==> config.mk <==
export PLATFORM = sky130hd
export DESIGN_NAME = voice_slot_allocator
export DESIGN_NICKNAME = d
export VERILOG_FILES = /design/src/sv/vsa_pkg.sv /design/src/sv/voice_slot_allocator.sv /design/src/sv/vsa_ram.sv /design/src/sv/vsa_ctrl.sv
export SDC_FILE = /design/constraint.sdc
export NUM_CORES = 1
export LEC_CHECK = 0
export BUFFER_PORTS_ARGS = -buffer_cell sky130_fd_sc_hd__buf_4
export CORE_UTILIZATION = 45
export CTS_CLUSTER_DIAMETER = 50
export DETAILED_ROUTE_END_ITERATION = 8
export PLACE_DENSITY = 0.61
export SLEW_MARGIN = 20
export SYNTH_ARGS = -nofsm -noshare
export SYNTH_HDL_FRONTEND = slang
export SYNTH_SLANG_ARGS = --single-unit
==> constraint.sdc <==
create_clock -name clk -period 12.1 [get_ports clk]
set_input_delay 0 -clock clk [delete_from_list [all_inputs] [get_ports clk]]
set_output_delay 0 -clock clk [all_outputs]
set_load 0.01 [all_outputs]
==> src/sv/vsa_pkg.sv <==
// shared types, codes and constants of the voice slot allocator
package vsa_pkg;

	localparam int SLOTS_DEF = 8;
	localparam int CFG_DATA_W = 16;
	localparam logic signed [31:0] BEST_INIT = 32'sh7fffffff;
	localparam logic [8:0] CHAN_ANY = 9'h1ff;
	localparam logic [3:0] FREED_MAX = 4'hf;

	typedef enum logic {
		OP_START = 1'b0,
		OP_STOP  = 1'b1
	} op_t;

	typedef enum logic {
		REG_LISTENER = 1'b0,
		REG_STREAM   = 1'b1
	} cfg_reg_t;

	typedef enum logic [2:0] {
		ST_EMPTY    = 3'd0,
		ST_REPLACED = 3'd1,
		ST_KEPT     = 3'd2,
		ST_NONE     = 3'd3,
		ST_STOP     = 3'd4
	} status_t;

	typedef enum logic [1:0] {
		S_IDLE,
		S_SCAN,
		S_DECIDE,
		S_DONE
	} state_t;

	typedef struct packed {
		op_t                op;
		logic [15:0]        entity;
		logic signed [8:0]  ent_channel;
		logic [15:0]        sound_id;
		logic               sound_loops;
		logic [23:0]        sound_length;
		logic [31:0]        now_time;
	} req_t;

	typedef struct packed {
		status_t    status;
		logic [2:0] slot_index;
		logic [3:0] freed_count;
	} res_t;

	typedef struct packed {
		logic [15:0] listener_entity;
		logic [7:0]  stream_channel;
	} cfg_t;

	typedef struct packed {
		logic        busy;
		logic [15:0] entity;
		logic [7:0]  chan;
		logic [15:0] sound;
		logic        looping;
		logic [31:0] end_time;
	} slot_rec_t;

	localparam int REC_W = $bits(slot_rec_t);

endpackage

==> src/sv/voice_slot_allocator.sv <==
// voice slot allocator: start requests steal a slot, stop requests free slots
// Requests enter on s_axis (tuser holds the operation: start or stop), one
// result per request leaves on m_axis. Configuration registers (listener
// entity, stream channel) are written through cfg_we/cfg_addr/cfg_wdata
// while no request is in flight; the user must keep to this, as the block
// itself does not enforce it. A write takes effect at that clock edge.
// The slot table lives in one ram with a registered read; the sequencer
// reads one slot a cycle, so a request scans every slot, a start then
// passes a decide state, and every request ends in a done state that
// hands the result to the output register. A start ends its scan early
// on a same entity and channel match. The next request is accepted once
// the result has been handed over.
// One request is worked at a time.
// The output register holds a finished result while the next request is
// accepted and scanned; a stalled receiver only holds the sequencer once
// its next result is ready. Reset clears per-slot valid flags, so every slot
// reads as free and zero at once, with no clearing pass; the registers return
// to listener entity 0 and stream channel 5.
module voice_slot_allocator
	import vsa_pkg::*;
#(
	parameter int SLOTS = SLOTS_DEF
) (
	input  logic                  clk,
	input  logic                  arst_n,
	input  logic                  cfg_we,
	input  logic                  cfg_addr,
	input  logic [CFG_DATA_W-1:0] cfg_wdata,
	input  logic                  s_axis_tvalid,
	output logic                  s_axis_tready,
	// entity, ent_channel, sound_id, sound_loops, sound_length, now_time
	input  logic [103:0]          s_axis_tdata,
	// operation
	input  logic [0:0]            s_axis_tuser,
	output logic                  m_axis_tvalid,
	input  logic                  m_axis_tready,
	// status, slot_index, freed_count
	output logic [15:0]           m_axis_tdata
);

	cfg_t cfg_q;
	req_t req;
	res_t res, out_q;
	logic res_valid, res_ready, out_valid_q;

	always_ff @(posedge clk or negedge arst_n) begin
		if (!arst_n) begin
			cfg_q.listener_entity <= 16'd0;
			cfg_q.stream_channel  <= 8'd5;
		end else if (cfg_we) begin
			unique case (cfg_reg_t'(cfg_addr))
				REG_LISTENER: cfg_q.listener_entity <= cfg_wdata[15:0];
				REG_STREAM:   cfg_q.stream_channel  <= cfg_wdata[7:0];
				default: begin
				end
			endcase
		end
	end

	always_comb begin
		req.op           = op_t'(s_axis_tuser[0]);
		req.entity       = s_axis_tdata[15:0];
		req.ent_channel  = $signed(s_axis_tdata[24:16]);
		req.sound_id     = s_axis_tdata[40:25];
		req.sound_loops  = s_axis_tdata[41];
		req.sound_length = s_axis_tdata[65:42];
		req.now_time     = s_axis_tdata[97:66];
	end

	vsa_ctrl #(
		.SLOTS(SLOTS)
	) u_ctrl (
		.clk      (clk),
		.arst_n   (arst_n),
		.cfg      (cfg_q),
		.req_valid(s_axis_tvalid),
		.req_ready(s_axis_tready),
		.req      (req),
		.res_valid(res_valid),
		.res_ready(res_ready),
		.res      (res)
	);

	assign res_ready = !out_valid_q || m_axis_tready;

	always_ff @(posedge clk or negedge arst_n) begin
		if (!arst_n) begin
			out_valid_q <= 1'b0;
		end else if (res_ready) begin
			out_valid_q <= res_valid;
		end
	end

	always_ff @(posedge clk) begin
		if (res_ready && res_valid) begin
			out_q <= res;
		end
	end

	assign m_axis_tvalid = out_valid_q;
	assign m_axis_tdata  = {6'd0, out_q.freed_count, out_q.slot_index, out_q.status};

	// a freshly accepted request cannot finish in the next cycle
	a_no_instant_result: assert property (@(posedge clk) disable iff (!arst_n)
		s_axis_tvalid && s_axis_tready |=> !res_valid)
		else $error("result offered right after request accept");

	// only stop transactions report freed slots
	a_freed_only_stop: assert property (@(posedge clk) disable iff (!arst_n)
		res_valid && res.status != ST_STOP |-> res.freed_count == 4'd0)
		else $error("freed count on a start result");

	// stop and no-slot results carry slot index zero
	a_slot_zero: assert property (@(posedge clk) disable iff (!arst_n)
		res_valid && (res.status == ST_STOP || res.status == ST_NONE)
		|-> res.slot_index == 3'd0)
		else $error("slot index set on stop or no-slot result");

	// the sequencer never accepts while a result is offered
	a_accept_excl: assert property (@(posedge clk) disable iff (!arst_n)
		!(res_valid && s_axis_tready))
		else $error("accepting a request while a result is pending");

endmodule

==> src/sv/vsa_ram.sv <==
// generic single-write, single-read ram with registered read data
module vsa_ram #(
	parameter int WIDTH = 8,
	parameter int DEPTH = 8
) (
	input  logic                     clk,
	input  logic                     we,
	input  logic [$clog2(DEPTH)-1:0] waddr,
	input  logic [WIDTH-1:0]         wdata,
	input  logic [$clog2(DEPTH)-1:0] raddr,
	output logic [WIDTH-1:0]         rdata
);

	logic [WIDTH-1:0] mem [DEPTH];

	always_ff @(posedge clk) begin
		if (we) begin
			mem[waddr] <= wdata;
		end
		rdata <= mem[raddr];
	end

endmodule

==> src/sv/vsa_ctrl.sv <==
// slot table sequencer: scans the slot ram, picks or frees slots, writes back
module vsa_ctrl
	import vsa_pkg::*;
#(
	parameter int SLOTS = SLOTS_DEF
) (
	input  logic clk,
	input  logic arst_n,
	input  cfg_t cfg,
	input  logic req_valid,
	output logic req_ready,
	input  req_t req,
	output logic res_valid,
	input  logic res_ready,
	output res_t res
);

	localparam int AW = $clog2(SLOTS);
	localparam logic [AW-1:0] LAST_IDX = AW'(SLOTS - 1);

	state_t state_q, state_d;
	logic [SLOTS-1:0] valid_q;

	req_t              req_q;
	logic [AW-1:0]     proc_q;
	logic signed [31:0] best_q;
	logic [AW-1:0]     pick_q;
	slot_rec_t         pick_rec_q;
	logic              found_q;
	logic [3:0]        freed_q;
	res_t              res_q;

	logic              we;
	logic [AW-1:0]     waddr, raddr;
	slot_rec_t         wrec, rec;
	logic [REC_W-1:0]  ram_rdata;

	logic [7:0]         ch8;
	logic               any_chan, nonzero, req_is_lsn, last;
	logic signed [31:0] life;
	logic               skip_stream, imm_hit, skip_lsn, better, take_imm, take_cand;
	logic               stop_hit, same_loop;
	logic [3:0]         freed_nxt;
	slot_rec_t          freed_rec, new_rec;

	vsa_ram #(
		.WIDTH(REC_W),
		.DEPTH(SLOTS)
	) u_ram (
		.clk  (clk),
		.we   (we),
		.waddr(waddr),
		.wdata(wrec),
		.raddr(raddr),
		.rdata(ram_rdata)
	);

	// entries never written read as the reset record
	assign rec = valid_q[proc_q] ? slot_rec_t'(ram_rdata) : '0;

	assign ch8        = req_q.ent_channel[7:0];
	assign any_chan   = req_q.ent_channel == CHAN_ANY;
	assign nonzero    = |req_q.ent_channel;
	assign req_is_lsn = req_q.entity == cfg.listener_entity;
	assign last       = proc_q == LAST_IDX;
	assign life       = $signed(rec.end_time - req_q.now_time);

	assign skip_stream = rec.busy && rec.chan == cfg.stream_channel;
	assign imm_hit     = nonzero && rec.entity == req_q.entity && (rec.chan == ch8 || any_chan);
	assign skip_lsn    = rec.busy && rec.entity == cfg.listener_entity && !req_is_lsn;
	assign better      = life < best_q;
	assign take_imm    = !skip_stream && imm_hit;
	assign take_cand   = !skip_stream && !imm_hit && !skip_lsn && better;

	assign stop_hit  = rec.busy && rec.entity == req_q.entity && rec.chan == ch8;
	assign freed_nxt = (stop_hit && freed_q != FREED_MAX) ? freed_q + 4'd1 : freed_q;

	assign same_loop = pick_rec_q.busy && pick_rec_q.looping
		&& pick_rec_q.entity == req_q.entity && pick_rec_q.chan == ch8
		&& pick_rec_q.sound == req_q.sound_id;

	always_comb begin
		freed_rec = rec;
		freed_rec.busy = 1'b0;
		freed_rec.looping = 1'b0;
		new_rec.busy = 1'b1;
		new_rec.entity = req_q.entity;
		new_rec.chan = ch8;
		new_rec.sound = req_q.sound_id;
		new_rec.looping = req_q.sound_loops;
		new_rec.end_time = req_q.now_time + 32'(req_q.sound_length);
	end

	always_comb begin
		state_d   = state_q;
		req_ready = 1'b0;
		res_valid = 1'b0;
		raddr     = proc_q + AW'(1);
		we        = 1'b0;
		waddr     = proc_q;
		wrec      = freed_rec;
		unique case (state_q)
			S_IDLE: begin
				req_ready = 1'b1;
				raddr = '0;
				if (req_valid) begin
					state_d = S_SCAN;
				end
			end
			S_SCAN: begin
				if (req_q.op == OP_STOP) begin
					we = stop_hit;
					if (last) begin
						state_d = S_DONE;
					end
				end else if (take_imm || last) begin
					state_d = S_DECIDE;
				end
			end
			S_DECIDE: begin
				we = found_q && !same_loop;
				waddr = pick_q;
				wrec = new_rec;
				state_d = S_DONE;
			end
			S_DONE: begin
				res_valid = 1'b1;
				if (res_ready) begin
					state_d = S_IDLE;
				end
			end
			default: state_d = S_IDLE;
		endcase
	end

	always_ff @(posedge clk or negedge arst_n) begin
		if (!arst_n) begin
			state_q <= S_IDLE;
			valid_q <= '0;
		end else begin
			state_q <= state_d;
			if (we) begin
				valid_q[waddr] <= 1'b1;
			end
		end
	end

	always_ff @(posedge clk) begin
		unique case (state_q)
			S_IDLE: begin
				req_q   <= req;
				proc_q  <= '0;
				best_q  <= BEST_INIT;
				found_q <= 1'b0;
				freed_q <= '0;
			end
			S_SCAN: begin
				proc_q <= proc_q + AW'(1);
				if (req_q.op == OP_STOP) begin
					freed_q <= freed_nxt;
					res_q <= '{status: ST_STOP, slot_index: 3'd0, freed_count: freed_nxt};
				end else if (take_imm || take_cand) begin
					pick_q     <= proc_q;
					pick_rec_q <= rec;
					found_q    <= 1'b1;
					if (take_cand) begin
						best_q <= life;
					end
				end
			end
			S_DECIDE: begin
				priority if (!found_q) begin
					res_q <= '{status: ST_NONE, slot_index: 3'd0, freed_count: 4'd0};
				end else if (same_loop) begin
					res_q <= '{status: ST_KEPT, slot_index: 3'(pick_q), freed_count: 4'd0};
				end else begin
					res_q <= '{status: pick_rec_q.busy ? ST_REPLACED : ST_EMPTY,
						slot_index: 3'(pick_q), freed_count: 4'd0};
				end
			end
			S_DONE: begin
			end
			default: begin
			end
		endcase
	end

	assign res = res_q;

endmodule
==> results_dict.tcl <==
set metrics [dict create \
    syn_area_per_cell_um2 13.7 \
    finalNonFillerCells 4358 \
    placed_cells 4022 \
    wl_per_cell_um 22.0 \
    postCtsSetupBuffers 0 \
    io_pins 145 \
    crit_path_max_incr_delay_ns 0.84 \
    drt-pass1-iter-count 5 \
    synthTopCellsByArea "edfxtp_1 61%, mux4_2 4.3%, dfxtp_1 3.8%" \
    met1Wirelength_um 41400 \
    grt_pass1_vias 24600 \
    gp_congestion 0.876 \
    cp_max_fo 90 \
    rsz0062_at_grt "false" \
    diodes 0 \
    tightest_slew_ns 1.10 \
    clk-insertion-delay-late_ns 0.69 \
    cp.arrival_ns 8.41 \
    internal-power_mw 8.74 \
    whs_ns 0.0323 \
    cts_made_buffers 104 \
    synth_most_common_cell "edfxtp_1" \
    cts_buffer_depth 3 \
    cts.sinks 905 \
    synth_edf_count 796 \
    fp.dieArea_mm2 0.0881 \
    synth_top_area_share_pct 61.1 \
    cp_slowest_cell "buf_4" \
    antenna_found_initial 1 \
    core_area_mm2 0.0857 \
    grt_pass1_wl_um 145000 \
    rows 107 \
    status "completed" \
    n_fill_cell 7039 \
    yosysTopAreaCell "edfxtp_1" \
    clock-root-buffer "clkbuf_16" \
    port_buffers 132 \
    nets 3344 \
    post-route-period-util_pct 66.9 \
    die_w_um 297 \
    finalMaxSlewViolations 0 \
    swShare_pct 38.3 \
    worstHoldPathType "in -> reg" \
    maxCapViolCount 0 \
    cts_resized 0 \
    topRoutingLayerUsed "met4" \
    hp-start "s_axis_tdata[23]" \
    setup-tns-final_ns 0 \
    required_ns 12.41 \
    p_comb_share_pct 42.0 \
    ctsHtreeMaxLevel 3 \
    postLayoutCellArea_mm2 0.0463 \
    clkSlewWorstSetupHoldPaths_ns 0.06 \
    period_needed_ns 8.10 \
    p_seq_share_pct 35.8 \
    seq_area_frac_synth_pct 67.1 \
    clkPwrFrac_pct 22.2 \
    drive_gt1_share_pct 16.0 \
    cp-end-kind "flip-flop" \
    async_flop_share_pct 3.87 \
    dpl_cell_area_mm2 0.0414 \
    initial_core_util_pct 45.7 \
    drt_iter0_drc 1965 \
    yosysWarnings 0 \
    yosys_register_bits 905 \
    area.growth.synth_to_final_pct 18.3 \
    syn_area_mm2 0.0391 \
    avgViaCountPerCell 5.60 \
    cp-startpoint "u_ctrl.proc_q[0]$_SDFFCE_PN0P_" \
    die_h_um 297 \
    vias 24400 \
    worstSetupPathType "reg -> reg" \
    drc 0 \
    synth_common_cells "796 x edfxtp_1, 283 x a21oi_1, 192 x o21ai_0" \
    p_sw_mw 5.42 \
    wl_met3_um 5320 \
    cts_tree "yes" \
    setup_viol 0 \
    synth_ff_type "edfxtp_1" \
    grt_use_total_pct 21.6 \
    start_kind "flip-flop" \
    grt_max_degree 175 \
    wl_um 95900 \
    hold_viol 0 \
    fmax_mhz 123 \
    dpl.hpwl_um 56900 \
    yosys.cell_types.count 78 \
    antenna_left 0 \
    overflow 0 \
    powerDensity_mw_per_mm2 306 \
    r2r-start "u_ctrl.proc_q[0]$_SDFFCE_PN0P_" \
    power_leakage_nw 17.0 \
    slew_headroom_pct 26.5 \
    vdd_drop_max_mv 0.395 \
    wl_met2_um 46900 \
    synth_cells 2852 \
    skew_ns 0.0677 \
]
==> per-layer routing <==
metal  vias to the layer above  global-route usage [%]
li1                      11200                       -
met1                     12300                    29.2
met2                       747                    36.2
met3                       164                    3.29
met4                         0                    5.87
met5                         -                       0
==> cells by family (layout without fill, tap and decap cells) <==
| group | after synthesis | after routing | synth area share [%] |
|---|---|---|---|
| XOR/XNOR | 145 | 145 | 3.25 |
| buffers and inverters | 312 | 669 | 3.09 |
| other | 1 | 6 | 0.00959 |
| multiplexers | 159 | 159 | 6.69 |
| flip-flops | 905 | 905 | 67.1 |
| AND/OR/NAND/NOR | 613 | 613 | 7.65 |
| adder cells (fa/ha/maj) | 95 | 95 | 3.08 |
| AO/OA/AOI/OAI | 622 | 622 | 9.10 |
==> state kept, by name (all words and copies together), names as in the netlist, 2 cells and up <==
name / count
u_ctrl.freed_q: 4
u_ctrl.new_rec: 33
cfg_q: 24
u_ctrl.ch8: 8
u_ctrl.proc_q: 3
u_ctrl.res: 10
u_ctrl.req_q: 58
u_ctrl.pick_rec_q: 42
u_ctrl.u_ram.rdata: 74
m_axis_tdata: 10
u_ctrl.state_q: 2
u_ctrl.valid_q: 8
u_ctrl.pick_q: 3
u_ctrl.best_q: 32
u_ctrl.u_ram.mem: 592
==> power by group through the flow <==
stage | clock network, mW | registers, mW | logic (mW)
final | 3.14 | 5.07 | 5.94
after CTS | 3.19 | 5.08 | 5.94
after global placement | 0 | 5.12 | 5.68
after floorplan | 0 | 4.98 | 4.21
after global routing | 3.31 | 5.12 | 6.56
after detailed placement | 0 | 5.13 | 5.86
==> per-stage QoR <==
stage               setup WS, ns  total power [mW]  utilization, %
CTS                         3.99              14.2            54.0
floorplan                   5.80              9.18               -
finish                      4.00              14.2            54.0
detailed placement          4.01              11.0            48.3
global placement            4.16              10.8            48.3
global route                3.56              15.0            54.0
==> cells in the final DEF, fill, tap and decap left out, types with 15 or more instances in the layout <==
| cell | count |
|---|---|
| clkbuf_1 | 28 |
| clkbuf_16 | 105 |
| nand3_1 | 15 |
| xnor2_1 | 111 |
| o21ai_0 | 192 |
| nand4_1 | 30 |
| and3_1 | 75 |
| dfxtp_1 | 74 |
| nor3_1 | 90 |
| a211oi_1 | 15 |
| a21oi_1 | 283 |
| xor2_1 | 34 |
| nand2_1 | 145 |
| mux2_2 | 77 |
| nand2b_1 | 39 |
| ha_1 | 90 |
| dfrtp_1 | 33 |
| edfxtp_1 | 796 |
| nor2_1 | 149 |
| buf_4 | 166 |
| dlygate4sd3_1 | 137 |
| a21o_1 | 34 |
| inv_1 | 164 |
| mux4_2 | 74 |
==> worst paths after layout <==
kind | end | slack [ns] | depth (start not counted)
max | u_ctrl.pick_rec_q[43]$_DFFE_PP_ | 4.00 | 25
min | u_ctrl.ch8[7]$_DFFE_PP_ | 0.03 | 2
max reg2reg | u_ctrl.pick_rec_q[43]$_DFFE_PP_ | 4.00 | 25
min reg2reg | m_axis_tdata[6]$_DFFE_PP_ | 0.42 | 0
max in group asynchronous | u_ctrl.valid_q[4]$_DFFE_PN0P_ | 11.38 | 4
min in group asynchronous | cfg_q[0]$_DFFE_PN1P_ | 0.44 | 3
==> critical path, delay by kind of cell, from the launching register on <==
kind                       cells  cell delay (ns)
AOI/OAI and AO/OA             13             3.18
and+or+nand+nor                5             1.02
adders and majority gates      2             0.52
DFF                            1             0.55
muxes                          3             0.94
buffers and inverters          2             1.43
==> area by class of cell <==
| type | instances | area [um2] | area share [%] |
|---|---|---|---|
| tap | 1144 | 1430 | 3.09 |
| clock buffer | 140 | 2830 | 6.12 |
| sequential | 905 | 26300 | 56.8 |
| timing repair buffer | 306 | 2680 | 5.79 |
| inverter | 165 | 619 | 1.34 |
| multi-input combinational | 1640 | 11800 | 25.5 |
| clock inverter | 58 | 667 | 1.44 |
==> what timing repair did <==
item	in CTS	in global routing
setup endpoints to repair	0	0
hold buffers	138	0
hold endpoints to repair	161	0
(Power assumes the default switching activity.)
